[src/rtl/tgr_pkg.sv]
// shared types, codes and helpers for the touch gesture recognizer
package tgr_pkg;

	localparam int unsigned CoordW   = 16;
	localparam int unsigned TimeW    = 64;
	localparam int unsigned MsW      = 32;
	localparam int unsigned UsThrW   = 42;  // ms threshold scaled to microseconds
	localparam int unsigned DistW    = 15;
	localparam int unsigned CfgDataW = 32;
	localparam int unsigned CfgIdxW  = 2;

	localparam logic [CoordW-1:0] TapSlopReset   = 16'd10;
	localparam logic [CoordW-1:0] SwipeMinReset  = 16'd40;
	localparam logic [MsW-1:0]    TapMaxMsReset  = 32'd250;
	localparam logic [MsW-1:0]    LongPressReset = 32'd600;
	localparam logic [DistW-1:0]  SwipeSat       = 15'd32767;

	typedef enum logic [1:0] {
		MODE_DOWN = 2'd0,
		MODE_MOVE = 2'd1,
		MODE_UP   = 2'd2,
		MODE_NONE = 2'd3
	} mode_t;

	typedef enum logic [2:0] {
		KIND_TAP   = 3'd0,
		KIND_LONG  = 3'd1,
		KIND_LEFT  = 3'd2,
		KIND_RIGHT = 3'd3,
		KIND_UP    = 3'd4,
		KIND_DOWN  = 3'd5
	} kind_t;

	typedef enum logic [CfgIdxW-1:0] {
		REG_TAP_SLOP   = 2'd0,
		REG_SWIPE_MIN  = 2'd1,
		REG_TAP_MAX    = 2'd2,
		REG_LONG_PRESS = 2'd3
	} reg_idx_t;

	typedef struct packed {
		logic [1:0]              mode;
		logic signed [CoordW-1:0] pos_x;
		logic signed [CoordW-1:0] pos_y;
		logic [TimeW-1:0]        time_us;
	} sample_t;

	typedef struct packed {
		logic                    active;
		logic                    moved;
		logic                    long_done;
		logic signed [CoordW-1:0] origin_x;
		logic signed [CoordW-1:0] origin_y;
		logic [TimeW-1:0]        origin_time;
	} track_t;

	typedef struct packed {
		logic [CoordW-1:0] tap_slop;
		logic [CoordW-1:0] swipe_min;
		logic [UsThrW-1:0] tap_max_us;
		logic [UsThrW-1:0] long_press_us;
	} cfg_t;

	typedef struct packed {
		logic                    valid;
		kind_t                   kind;
		logic signed [CoordW-1:0] pos_x;
		logic signed [CoordW-1:0] pos_y;
		logic [TimeW-1:0]        time_us;
		logic [DistW-1:0]        swipe_dist;
	} result_t;

	// v * 1000 as (v << 10) - (v << 4) - (v << 3)
	function automatic logic [UsThrW-1:0] ms_to_us(input logic [MsW-1:0] v);
		logic [UsThrW-1:0] w;
		w = {v, 10'b0};
		return w - {6'b0, v, 4'b0} - {7'b0, v, 3'b0};
	endfunction

endpackage

[src/rtl/tgr_if.sv]
// channel interfaces: touch samples, gesture results, register writes
interface tgr_sample_if;
	logic                                   valid;
	logic                                   ready;
	logic [1:0]                             mode;
	logic signed [tgr_pkg::CoordW-1:0]      pos_x;
	logic signed [tgr_pkg::CoordW-1:0]      pos_y;
	logic [tgr_pkg::TimeW-1:0]              time_us;

	modport source (output valid, mode, pos_x, pos_y, time_us, input ready);
	modport sink (input valid, mode, pos_x, pos_y, time_us, output ready);
endinterface

interface tgr_gesture_if;
	logic                                   valid;
	logic                                   ready;
	logic [2:0]                             event_kind;
	logic signed [tgr_pkg::CoordW-1:0]      event_x;
	logic signed [tgr_pkg::CoordW-1:0]      event_y;
	logic [tgr_pkg::TimeW-1:0]              event_time_us;
	logic [tgr_pkg::DistW-1:0]              swipe_distance;

	modport source (output valid, event_kind, event_x, event_y, event_time_us,
		swipe_distance, input ready);
	modport sink (input valid, event_kind, event_x, event_y, event_time_us,
		swipe_distance, output ready);
endinterface

interface tgr_cfg_if;
	logic                                   valid;
	logic                                   ready;
	logic [tgr_pkg::CfgIdxW-1:0]            index;
	logic [tgr_pkg::CfgDataW-1:0]           data;

	modport source (output valid, index, data, input ready);
	modport sink (input valid, index, data, output ready);
endinterface

[src/rtl/tgr_classify.sv]
// classifies one touch sample against the tracked touch and gives the next track state
module tgr_classify (
	input  tgr_pkg::sample_t item,
	input  tgr_pkg::track_t  track,
	input  tgr_pkg::cfg_t    cfg,
	output tgr_pkg::track_t  track_next,
	output tgr_pkg::result_t result
);

	logic signed [tgr_pkg::CoordW:0] dx, dy;
	logic [tgr_pkg::CoordW:0]        dx_neg, dy_neg;
	logic [tgr_pkg::CoordW-1:0]      adx, ady;
	logic                            beyond_slop;
	logic                            moved_n;
	logic [tgr_pkg::TimeW:0]         diff_full;
	logic                            time_fwd;
	logic                            held_ge_tap, held_ge_long;
	logic                            is_swipe;
	logic [tgr_pkg::DistW-1:0]       sat_x, sat_y;

	always_comb begin
		dx = {item.pos_x[tgr_pkg::CoordW-1], item.pos_x}
			- {track.origin_x[tgr_pkg::CoordW-1], track.origin_x};
		dy = {item.pos_y[tgr_pkg::CoordW-1], item.pos_y}
			- {track.origin_y[tgr_pkg::CoordW-1], track.origin_y};
		dx_neg = -dx;
		dy_neg = -dy;
		adx = dx[tgr_pkg::CoordW] ? dx_neg[tgr_pkg::CoordW-1:0] : dx[tgr_pkg::CoordW-1:0];
		ady = dy[tgr_pkg::CoordW] ? dy_neg[tgr_pkg::CoordW-1:0] : dy[tgr_pkg::CoordW-1:0];
		beyond_slop = (adx > cfg.tap_slop) || (ady > cfg.tap_slop);
		moved_n = track.moved || beyond_slop;

		// held time compared in microseconds: floor(d/1000) >= t iff d >= 1000*t
		diff_full = {1'b0, item.time_us} - {1'b0, track.origin_time};
		time_fwd = !diff_full[tgr_pkg::TimeW] && (diff_full[tgr_pkg::TimeW-1:0] != '0);
		held_ge_tap = (cfg.tap_max_us == '0) || (time_fwd &&
			(diff_full[tgr_pkg::TimeW-1:0] >= {{(tgr_pkg::TimeW-tgr_pkg::UsThrW){1'b0}},
			cfg.tap_max_us}));
		held_ge_long = (cfg.long_press_us == '0) || (time_fwd &&
			(diff_full[tgr_pkg::TimeW-1:0] >= {{(tgr_pkg::TimeW-tgr_pkg::UsThrW){1'b0}},
			cfg.long_press_us}));

		is_swipe = (adx >= cfg.swipe_min) || (ady >= cfg.swipe_min);
		sat_x = adx[tgr_pkg::CoordW-1] ? tgr_pkg::SwipeSat : adx[tgr_pkg::DistW-1:0];
		sat_y = ady[tgr_pkg::CoordW-1] ? tgr_pkg::SwipeSat : ady[tgr_pkg::DistW-1:0];

		track_next        = track;
		result.valid      = 1'b0;
		result.kind       = tgr_pkg::KIND_TAP;
		result.pos_x      = item.pos_x;
		result.pos_y      = item.pos_y;
		result.time_us    = item.time_us;
		result.swipe_dist = '0;

		case (tgr_pkg::mode_t'(item.mode))
			tgr_pkg::MODE_DOWN: begin
				track_next.active      = 1'b1;
				track_next.moved       = 1'b0;
				track_next.long_done   = 1'b0;
				track_next.origin_x    = item.pos_x;
				track_next.origin_y    = item.pos_y;
				track_next.origin_time = item.time_us;
			end
			tgr_pkg::MODE_MOVE: begin
				if (track.active) begin
					track_next.moved = moved_n;
					if (!moved_n && !track.long_done && held_ge_long) begin
						track_next.long_done = 1'b1;
						result.valid = 1'b1;
						result.kind  = tgr_pkg::KIND_LONG;
					end
				end
			end
			tgr_pkg::MODE_UP: begin
				if (track.active) begin
					track_next.active = 1'b0;
					track_next.moved  = moved_n;
					if (is_swipe) begin
						result.valid = 1'b1;
						if (adx >= ady) begin
							// zero displacement falls to left
							result.kind = (!dx[tgr_pkg::CoordW] && dx != '0) ?
								tgr_pkg::KIND_RIGHT : tgr_pkg::KIND_LEFT;
							result.swipe_dist = sat_x;
						end else begin
							result.kind = (!dy[tgr_pkg::CoordW] && dy != '0) ?
								tgr_pkg::KIND_DOWN : tgr_pkg::KIND_UP;
							result.swipe_dist = sat_y;
						end
					end else if (!moved_n) begin
						if (!held_ge_tap) begin
							result.valid = 1'b1;
							result.kind  = tgr_pkg::KIND_TAP;
						end else if (held_ge_long && !track.long_done) begin
							track_next.long_done = 1'b1;
							result.valid = 1'b1;
							result.kind  = tgr_pkg::KIND_LONG;
						end
					end
				end
			end
			default: begin
			end
		endcase
	end

endmodule

[src/rtl/touch_gesture_recognizer.sv]
// touch gesture recognizer top level: sample register, classifier, result register
//
//   channel   dir   role     payload
//   sample    in    sink     mode, pos_x, pos_y, time_us
//   gesture   out   source   event_kind, event_x, event_y, event_time_us, swipe_distance
//   cfg       in    sink     index, data (always ready)
//
// one sample per cycle while the result is not stalled; an accepted request goes from the
// sample register through the combinational classifier into the result register
// arst_n clears the track flags and origin, the valid flags and the thresholds to reset values
// a stalled result holds a full sample register, which then takes no new request
module touch_gesture_recognizer (
	input logic        clk,
	input logic        arst_n,
	tgr_sample_if.sink   sample,
	tgr_gesture_if.source gesture,
	tgr_cfg_if.sink      cfg
);

	logic              valid_s1;
	tgr_pkg::sample_t  item_s1;
	tgr_pkg::track_t   track_q;
	tgr_pkg::track_t   track_next;
	tgr_pkg::cfg_t     cfg_q;
	tgr_pkg::result_t  result;
	logic              out_valid_q;
	tgr_pkg::result_t  out_q;
	logic              advance;

	assign advance      = !out_valid_q || gesture.ready;
	assign sample.ready = !valid_s1 || advance;
	assign cfg.ready    = 1'b1;

	always_ff @(posedge clk or negedge arst_n) begin
		if (!arst_n) begin
			valid_s1 <= 1'b0;
		end else if (sample.valid && sample.ready) begin
			valid_s1 <= 1'b1;
		end else if (advance) begin
			valid_s1 <= 1'b0;
		end
	end

	always_ff @(posedge clk) begin
		if (sample.valid && sample.ready) begin
			item_s1.mode    <= sample.mode;
			item_s1.pos_x   <= sample.pos_x;
			item_s1.pos_y   <= sample.pos_y;
			item_s1.time_us <= sample.time_us;
		end
	end

	// thresholds kept in microseconds so the held-time checks need no divider
	always_ff @(posedge clk or negedge arst_n) begin
		if (!arst_n) begin
			cfg_q.tap_slop      <= tgr_pkg::TapSlopReset;
			cfg_q.swipe_min     <= tgr_pkg::SwipeMinReset;
			cfg_q.tap_max_us    <= tgr_pkg::ms_to_us(tgr_pkg::TapMaxMsReset);
			cfg_q.long_press_us <= tgr_pkg::ms_to_us(tgr_pkg::LongPressReset);
		end else if (cfg.valid && cfg.ready) begin
			case (tgr_pkg::reg_idx_t'(cfg.index))
				tgr_pkg::REG_TAP_SLOP:   cfg_q.tap_slop      <= cfg.data[tgr_pkg::CoordW-1:0];
				tgr_pkg::REG_SWIPE_MIN:  cfg_q.swipe_min     <= cfg.data[tgr_pkg::CoordW-1:0];
				tgr_pkg::REG_TAP_MAX:    cfg_q.tap_max_us    <= tgr_pkg::ms_to_us(cfg.data);
				tgr_pkg::REG_LONG_PRESS: cfg_q.long_press_us <= tgr_pkg::ms_to_us(cfg.data);
				default: begin
				end
			endcase
		end
	end

	tgr_classify u_classify (
		.item       (item_s1),
		.track      (track_q),
		.cfg        (cfg_q),
		.track_next (track_next),
		.result     (result)
	);

	always_ff @(posedge clk or negedge arst_n) begin
		if (!arst_n) begin
			track_q     <= '0;
			out_valid_q <= 1'b0;
		end else if (advance) begin
			out_valid_q <= valid_s1 && result.valid;
			if (valid_s1) begin
				track_q <= track_next;
			end
		end
	end

	always_ff @(posedge clk) begin
		if (advance && valid_s1 && result.valid) begin
			out_q <= result;
		end
	end

	assign gesture.valid          = out_valid_q;
	assign gesture.event_kind     = out_q.kind;
	assign gesture.event_x        = out_q.pos_x;
	assign gesture.event_y        = out_q.pos_y;
	assign gesture.event_time_us  = out_q.time_us;
	assign gesture.swipe_distance = out_q.swipe_dist;

endmodule
[src/flat_wrapper.sv]
// flat-port wrapper written by rule: the top's interface ports become plain ports
module touch_gesture_recognizer_flat 
  (clk, arst_n, sample_valid, sample_mode, sample_pos_x, sample_pos_y, sample_time_us, sample_ready, gesture_valid, gesture_event_kind, gesture_event_x, gesture_event_y, gesture_event_time_us, gesture_swipe_distance, gesture_ready, cfg_valid, cfg_index, cfg_data, cfg_ready);
  tgr_sample_if sample_i ();
  tgr_gesture_if gesture_i ();
  tgr_cfg_if cfg_i ();
  input logic clk;
  input logic arst_n;
  input wire logic [$bits(sample_i.valid)-1:0] sample_valid;
  input wire logic [$bits(sample_i.mode)-1:0] sample_mode;
  input wire logic [$bits(sample_i.pos_x)-1:0] sample_pos_x;
  input wire logic [$bits(sample_i.pos_y)-1:0] sample_pos_y;
  input wire logic [$bits(sample_i.time_us)-1:0] sample_time_us;
  output wire logic [$bits(sample_i.ready)-1:0] sample_ready;
  output wire logic [$bits(gesture_i.valid)-1:0] gesture_valid;
  output wire logic [$bits(gesture_i.event_kind)-1:0] gesture_event_kind;
  output wire logic [$bits(gesture_i.event_x)-1:0] gesture_event_x;
  output wire logic [$bits(gesture_i.event_y)-1:0] gesture_event_y;
  output wire logic [$bits(gesture_i.event_time_us)-1:0] gesture_event_time_us;
  output wire logic [$bits(gesture_i.swipe_distance)-1:0] gesture_swipe_distance;
  input wire logic [$bits(gesture_i.ready)-1:0] gesture_ready;
  input wire logic [$bits(cfg_i.valid)-1:0] cfg_valid;
  input wire logic [$bits(cfg_i.index)-1:0] cfg_index;
  input wire logic [$bits(cfg_i.data)-1:0] cfg_data;
  output wire logic [$bits(cfg_i.ready)-1:0] cfg_ready;
  assign sample_i.valid = sample_valid;
  assign sample_i.mode = sample_mode;
  assign sample_i.pos_x = sample_pos_x;
  assign sample_i.pos_y = sample_pos_y;
  assign sample_i.time_us = sample_time_us;
  assign sample_ready = sample_i.ready;
  assign gesture_valid = gesture_i.valid;
  assign gesture_event_kind = gesture_i.event_kind;
  assign gesture_event_x = gesture_i.event_x;
  assign gesture_event_y = gesture_i.event_y;
  assign gesture_event_time_us = gesture_i.event_time_us;
  assign gesture_swipe_distance = gesture_i.swipe_distance;
  assign gesture_i.ready = gesture_ready;
  assign cfg_i.valid = cfg_valid;
  assign cfg_i.index = cfg_index;
  assign cfg_i.data = cfg_data;
  assign cfg_ready = cfg_i.ready;
  touch_gesture_recognizer u_core (.clk(clk), .arst_n(arst_n), .sample(sample_i), .gesture(gesture_i), .cfg(cfg_i));
endmodule
[config.mk]
export PLATFORM = sky130hd
export DESIGN_NAME = touch_gesture_recognizer_flat
export DESIGN_NICKNAME = d
export VERILOG_FILES = /design/src/rtl/tgr_pkg.sv /design/src/rtl/tgr_if.sv /design/src/rtl/tgr_classify.sv /design/src/rtl/touch_gesture_recognizer.sv /design/src/flat_wrapper.sv
export SDC_FILE = /design/constraint.sdc
export NUM_CORES = 1
export LEC_CHECK = 0
export ABC_CLOCK_PERIOD_IN_PS = 15000
export BUFFER_PORTS_ARGS = -buffer_cell sky130_fd_sc_hd__buf_2
export CORE_UTILIZATION = 55
export CTS_CLUSTER_DIAMETER = 150
export DETAILED_ROUTE_END_ITERATION = 8
export PLACE_DENSITY = 0.78
export SLEW_MARGIN = 20
export SYNTH_ARGS = -nofsm -noshare
export SYNTH_HDL_FRONTEND = slang
export SYNTH_SLANG_ARGS = --single-unit
export TNS_END_PERCENT = 30
[constraint.sdc]
create_clock -name clk -period 15 [get_ports clk]
set_input_delay 3 -clock clk [delete_from_list [all_inputs] [get_ports clk]]
set_output_delay 3 -clock clk [all_outputs]
set_load 0.005 [all_outputs]
======== Word level (Yosys, flattened, before mapping) ========
Cells that the tools add are included.
W data, S select, Z words.
word-level totals
  logic and storage cells ................. 119
  register bits after elaboration ......... 429
cells by class
  mux-type cells .......................... 27
  eq/ne operators ......................... 12
  add/sub/neg operators ................... 7
  reductions and logical operators ........ 45
  $lt $le $gt $ge ......................... 7
operators by type and width
  kind                  count
  $ge A64 B42 Y1        2
  $logic_not A42 Y1     2
  $sub A64 B64 Y65      1
  $reduce_bool A64 Y1   1
  $ge A16 B16 Y1        3
  $mux W15              3
  $sub A42 B35 Y42      1
  $sub A42 B36 Y42      1
  $reduce_bool A17 Y1   2
  $sub A16 B16 Y17      2
  $gt A16 B16 Y1        2
  $mux W16              2
  $neg A16 Y16          2
  $mux W4               7
  $logic_and A1 B1 Y1   12
  $ne A2 B2 Y1 const B  5
  $reduce_and A10 Y1    1
  $mux W1               9
  $reduce_and A3 Y1     3
  $pmux W4 S2           1
  $reduce_and A2 Y1     4
  $logic_not A1 Y1      7
  $logic_or A1 B1 Y1    7
  $eq A2 B2 Y1 const B  3
  10 further kinds      15

======== Longest topological paths before layout ========
  depth in word-level cells ............... 13
  gate-level depth with buffers ........... 32
  mapped depth without buffers ............ 30

======== Hierarchy ========
A second synthesis with hierarchy kept.
second synthesis, totals
  cells, all modules ...................... 3,274
  area total of the unflattened synthesis .. 30,638.1 um^2
by module, submodules not included
  module                    seq. area each (um^2)  cells each  area each (um^2)  instances
  touch_gesture_recognizer  11,669.9               1,162       17,032.6          1
  tgr_classify              0.0                    2,112       13,605.5          1

======== Least setup slack after synthesis ========
No wires, ideal clock.
  path kind ............................... register to register
  start ................................... register u_core.item_s1[80] in the netlist's numbering
  end ..................................... register u_core.out_q, in the netlist u_core.gesture.event_kind[0], enable pin
  period minus slack after synthesis ...... 14.095 ns
  required time ........................... 14.245 ns
  setup time .............................. 0.755 ns
  path buffers ............................ 1
  arrival ................................. 13.340 ns
  slack ................................... 0.905 ns
  cell stages (with the launch flop) ...... 28
  cells stage by stage .................... edfxtp_1 > inv_1 > ha_1 > inv_1 > fa_1 > a21o_1 > a21oi_1 > o21ai_1 > a21oi_1 > o21ai_1 > a311oi_1 > nor3_1 > o31a_1 > o22a_1 > clkbuf_1 > nor2_1 > xor2_1 > ha_1 > a21o_1 > a21o_1 > a21oi_1 > nor2b_1 > o21ai_0 > nand2_1 > a211o_1 > a211oi_1 > o221ai_1 > o31ai_1
between the ends
  word-level cells in the longest chain between the ends .. 13
ends and longest elaborated chain
  what                               RTL line                        source
  from (decl)                        touch_gesture_recognizer.sv:21  tgr_pkg::sample_t item_s1;
  $sub A16 B16 Y17 *                 tgr_classify.sv:23              - {track.origin_x[tgr_pkg::CoordW-1], track.origin_x};
  $neg A16 Y16                       tgr_classify.sv:26              dx_neg = -dx;
  $mux W16 *                         tgr_classify.sv:28              adx = dx[tgr_pkg::CoordW] ? dx_neg[tgr_pkg::CoordW-1:0] : dx[tgr_pkg::CoordW-1:0];
  $gt A16 B16 Y1                     tgr_classify.sv:30              beyond_slop = (adx > cfg.tap_slop) || (ady > cfg.tap_slop);
  $logic_or A1 B1 Y1                 tgr_classify.sv:30
  $logic_or A1 B1 Y1                 tgr_classify.sv:31              moved_n = track.moved || beyond_slop;
  $logic_not A1 Y1                   n/a
  $logic_and A1 B1 Y1 (2 in series)  tgr_classify.sv:67              if (!moved_n && !track.long_done && held_ge_long) begin
  $mux W4                            tgr_classify.sv:67
  $mux W4                            tgr_classify.sv:65              if (track.active) begin
  $pmux W4 S2 *                      tgr_classify.sv:55              case (tgr_pkg::mode_t'(item.mode))
  $logic_and A1 B1 Y1 *              touch_gesture_recognizer.sv:93  if (advance && valid_s1 && result.valid) begin
  to (signal assigned)               touch_gesture_recognizer.sv:94  out_q <= result;
  to (decl)                          touch_gesture_recognizer.sv:27  tgr_pkg::result_t out_q;
Mark *: on every way between the ends. The rest lies on a longest branch, timed or not.
A chain may end at the register's enable or synchronous reset.

======== Final worst setup path ========
  start ................................... register u_core.item_s1[80] in the netlist's numbering
  end ..................................... register u_core.out_q, in the netlist u_core.gesture.event_time_us[21], enable pin
The elaborated chain is that of the path after synthesis.

==> flow_summary.rst <==
.. list-table::
   :header-rows: 1

   * - Metric
     - Value
   * - Type of element capturing the critical path
     - flip-flop
   * - Final Max Tran Viols
     - 0
   * - Iteration count of the initial detailed-routing pass
     - 6
   * - Worst slew pin tran
     - 1.00 ns
   * - Global route total overflow
     - 0
   * - Sum of routed wire length over all layers
     - 74.1 mm
   * - Post-synth EDFFs
     - 212
   * - R2R Path Start
     - u_core.item_s1[80]$_DFFE_PP_
   * - Slack of the worst reg-to-reg path
     - 6.56 ns
   * - Crit path from
     - u_core.item_s1[80]$_DFFE_PP_
   * - Min Tclk post-route
     - 8.44 ns
   * - Remaining number of nets flagged by the antenna check after routing
     - 0
   * - Top cell type's share of synthesized area
     - 0.228
   * - YS warnings
     - 0
   * - DRC violation count after routing
     - 0
   * - Clock tree from TritonCTS
     - built
   * - Later-pin clock latency in the skew report
     - 0.59 ns
   * - Core box area
     - 0.0501 sq mm
   * - Worst Hold Endpoint
     - u_core.gesture.event_x[0]$_DFFE_PP_
   * - Layout cell share with drive strength beyond 1
     - 0.153
   * - Number of violations reported at the end of detailed-routing iteration 0
     - 1603
   * - Hpwl dp
     - 57.3 mm
   * - Most instantiated flip-flop cell in the synthesis netlist
     - sky130_fd_sc_hd__edfxtp_1
   * - Mean number of vias per cell
     - 5.87
   * - Layout net count
     - 3555
   * - Hold path depth
     - 0
   * - Die X-Extent
     - between 200 and 250 microns
   * - Via count of the first global-routing pass
     - 21800
   * - Routability cong.
     - 0.965
   * - Initial cell density of the core
     - 0.557
   * - Placed cells
     - 3709
   * - Hold Path Class
     - flip-flop to flip-flop
   * - Static Leakage
     - 14.0 nW
   * - Synthesis-to-layout area growth
     - 12.6%
   * - Min-delay src
     - u_core.item_s1[80]$_DFFE_PP_
   * - Result of the run
     - finished clean
   * - GRT Resource Usage Total
     - 0.286
   * - Drt wl/cell
     - 19.5 microns
   * - Largest net degree at the start of global routing
     - 80
   * - Number of gates resized after CTS
     - 0
   * - I/O pin cnt
     - 254
   * - H-tree level count
     - 2
   * - Maximum buffer depth of the clock tree
     - 3
   * - Ranking of synthesized cells by area
     - sky130_fd_sc_hd__edfxtp_1 23%, sky130_fd_sc_hd__dfrtp_1 17%, sky130_fd_sc_hd__ha_1 14%
   * - Post-CTS repair timing setup buffer count
     - 0
   * - Required time reported for the critical path endpoint
     - 15.19 ns
   * - DIE AREA
     - 0.0516 sq mm
   * - Highest achievable clock rate
     - around 0.12 GHz
   * - Number of endpoints failing setup at the final stage
     - 0
   * - Sequential share of the synthesized area
     - 0.419
   * - Worst clock skew
     - approximately 0.033 ns
   * - Length in cells of the worst reg-to-reg path
     - 31
   * - Hold violation count in the final report
     - 0
   * - Slowest library cell on the worst path
     - sky130_fd_sc_hd__buf_4
   * - Port-buffer cells
     - between 200 and 300
   * - Arrival time at the worst endpoint
     - roughly 8.6 ns
   * - Tightest slew margin relative to the limit
     - 0.331
   * - Number of core rows
     - 82
   * - Post-synth net total
     - between 3000 and 4000
   * - Tcrit/Tclk final
     - 0.563
   * - Fin cells
     - about 3800
   * - Total number of vias
     - between 20000 and 25000
   * - Cell type with the largest total area after synthesis
     - sky130_fd_sc_hd__edfxtp_1
   * - Synthesized flop and latch total
     - 423
   * - Cell area after synthesis
     - 0.0279 sq mm
   * - Type of the worst setup path
     - flip-flop to flip-flop
   * - Worst vdd ir
     - 107 uV
   * - Power per unit of standard cell area
     - 170 mW/mm^2
   * - Global-route wire length before repair
     - roughly 120 mm
   * - Clock-pin slew on the worst setup and hold paths
     - 0.06 ns
   * - Worst r2r dst
     - u_core.gesture.event_time_us[21]$_DFFE_PP_
   * - Sink count of the clock tree
     - 423
   * - Total CTS buffers
     - 46
   * - RSZ-0062 raised after global routing
     - no
   * - Antenna violations before repair
     - 1
   * - Count of hold buffers inserted by post-cts repair
     - 0
   * - Crit-path most repeated cell
     - sky130_fd_sc_hd__a21oi_1
   * - Async SR Flop Fraction
     - 0.499
   * - Height of the die
     - 227 microns
   * - Average cell area after synthesis
     - 9.78 sq um
   * - Final sum of negative setup slack
     - 0 ns
   * - Master cell of the clock root buffer
     - sky130_fd_sc_hd__clkbuf_16
   * - Number of distinct library cells after synthesis
     - 87
   * - Highest net fanout along the worst path
     - 53
   * - CP max stage delay
     - ~0.64 ns
   * - Startpoint types
     - flip-flop
   * - Synthesized instance count
     - 2850
   * - MaxCap Viol Count
     - 0
[layer usage]
metal / track usage / vias up / share of wire
met5: 0 / - / 0
met3: 0.0327 / 150 / 0.048
met1: 0.382 / 10800 / 0.44
met2: 0.482 / 655 / 0.48
li1: - / 10700 / -
met4: 0.101 / 0 / 0.034
[final cells by class]
cell class | count | area [sq um]
diodes | 2 | 5.00
clock buffers | 64 | 1260
clock inverters | 22 | 312
fillers | 4185 | 18700
inverters | 316 | 1190
multi-input cells | 2035 | 14800
flip-flops and latches | 423 | 11700
well taps | 672 | 841
repair buffers | 263 | 1360
[cell families (layout without fill, tap and decap cells)]
group                      count (synthesis)  count (layout)  share of synthesized area
adders and majority gates                333             333                      0.157
DFF                                      423             423                      0.419
other                                      1               3                   0.000134
AOI/OAI and AO/OA                        719             719                      0.160
xor gates and xnor gates                 126             126                     0.0396
muxes                                    100             100                     0.0401
and+or+nand+nor                          756             756                      0.131
buffers and inverters                    392             665                     0.0534
[through the flow]
stage / cell area [sq um] / hold WS [ns] / utilization / power [W] / setup WS (ns)
3_3_place_gp: 29800 / 0.430 / 0.595 / 0.00406 / 6.90
5_1_grt: 31400 / 0.455 / 0.627 / 0.00574 / 5.94
4_1_cts: 31400 / 0.451 / 0.627 / 0.00533 / 6.56
6_report: 31400 / 0.454 / 0.627 / 0.00534 / 6.56
3_5_place_dp: 29800 / 0.446 / 0.595 / 0.00413 / 6.70
2_1_floorplan: 27900 / 0.426 / - / 0.00340 / 0.905
[worst max path at each step]
stage | endpoint | slack [ns] | cells past startpoint
final | u_core.gesture.event_time_us[21]$_DFFE_PP_ | 6.56 | 31
after global routing | u_core.gesture.event_time_us[21]$_DFFE_PP_ | 5.94 | 32
after CTS | u_core.gesture.event_time_us[24]$_DFFE_PP_ | 6.56 | 31
after detailed placement | u_core.gesture.event_time_us[1]$_DFFE_PP_ | 6.70 | 31
after global placement | u_core.gesture.event_time_us[1]$_DFFE_PP_ | 6.90 | 31
after floorplan | u_core.gesture.event_kind[0]$_SDFFCE_PN0P_ | 0.91 | 27
[synthesized netlist by cell type, types with 13 or more instances]
library cell / number
sky130_fd_sc_hd__inv_1: 316
sky130_fd_sc_hd__and3_1: 16
sky130_fd_sc_hd__a21oi_1: 191
sky130_fd_sc_hd__a31oi_1: 15
sky130_fd_sc_hd__o21ai_1: 15
sky130_fd_sc_hd__dfstp_2: 19
sky130_fd_sc_hd__o21bai_1: 18
sky130_fd_sc_hd__nand4_1: 58
sky130_fd_sc_hd__edfxtp_1: 212
sky130_fd_sc_hd__ha_1: 305
sky130_fd_sc_hd__o21a_1: 37
sky130_fd_sc_hd__a21o_1: 68
sky130_fd_sc_hd__nand2b_1: 30
sky130_fd_sc_hd__nor2b_1: 30
sky130_fd_sc_hd__nand3_1: 37
sky130_fd_sc_hd__o211ai_1: 13
sky130_fd_sc_hd__mux2_2: 94
sky130_fd_sc_hd__a211oi_1: 19
sky130_fd_sc_hd__and2_1: 16
sky130_fd_sc_hd__xor2_1: 45
sky130_fd_sc_hd__nor2_1: 160
sky130_fd_sc_hd__clkbuf_1: 68
sky130_fd_sc_hd__nand2_1: 262
sky130_fd_sc_hd__dfrtp_1: 192
sky130_fd_sc_hd__o22ai_1: 20
sky130_fd_sc_hd__nor4_1: 37
sky130_fd_sc_hd__fa_1: 28
sky130_fd_sc_hd__nor3_1: 44
sky130_fd_sc_hd__xnor2_1: 81
sky130_fd_sc_hd__o21ai_0: 219
[layout by cell type, fill, tap and decap left out, types with 14 or more instances in the layout]
master and n:
sky130_fd_sc_hd__a211oi_1 19, sky130_fd_sc_hd__a21o_1 68, sky130_fd_sc_hd__a21oi_1 191, sky130_fd_sc_hd__a31oi_1 15
sky130_fd_sc_hd__and2_1 15, sky130_fd_sc_hd__and3_1 16, sky130_fd_sc_hd__buf_2 251, sky130_fd_sc_hd__clkbuf_1 14
sky130_fd_sc_hd__clkbuf_16 46, sky130_fd_sc_hd__dfrtp_1 192, sky130_fd_sc_hd__dfstp_2 19, sky130_fd_sc_hd__edfxtp_1 212
sky130_fd_sc_hd__fa_1 28, sky130_fd_sc_hd__ha_1 305, sky130_fd_sc_hd__inv_1 316, sky130_fd_sc_hd__mux2_2 94
sky130_fd_sc_hd__nand2_1 261, sky130_fd_sc_hd__nand2b_1 30, sky130_fd_sc_hd__nand3_1 36, sky130_fd_sc_hd__nand4_1 58
sky130_fd_sc_hd__nor2_1 160, sky130_fd_sc_hd__nor2b_1 30, sky130_fd_sc_hd__nor3_1 44, sky130_fd_sc_hd__nor4_1 37
sky130_fd_sc_hd__o21a_1 37, sky130_fd_sc_hd__o21ai_0 219, sky130_fd_sc_hd__o21ai_1 15, sky130_fd_sc_hd__o21bai_1 18
sky130_fd_sc_hd__o22ai_1 20, sky130_fd_sc_hd__xnor2_1 81, sky130_fd_sc_hd__xor2_1 45
[state kept, by name, indices dropped and copies added, names as in the netlist]
register                       flops
u_core.cfg_q                     110
u_core.track_q                    99
u_core.item_s1                    98
u_core.gesture.event_time_us      64
u_core.gesture.event_x            16
u_core.gesture.event_y            16
u_core.gesture.swipe_distance     15
u_core.gesture.event_kind          3
u_core.gesture.valid               1
u_core.valid_s1                    1
[worst max-delay path, delay by kind of cell, from the launching register on]
kind            cells  cell delay (ns)
simple gates        5             0.81
compound gates     19             4.55
buf+inv             4             1.26
fa+ha+maj           3             0.94
flops               1             0.38
[report_power, final]
group | leakage [nW] | switching [W] | total, W | internal [W]
clock network | 0.766 | 0.000474 | 0.00117 | 0.000697
registers | 4.52 | 0.000128 | 0.00154 | 0.00141
logic | 8.76 | 0.00160 | 0.00263 | 0.00103
total | 14.0 | 0.00221 | 0.00534 | 0.00314
(Power assumes the default switching activity.)
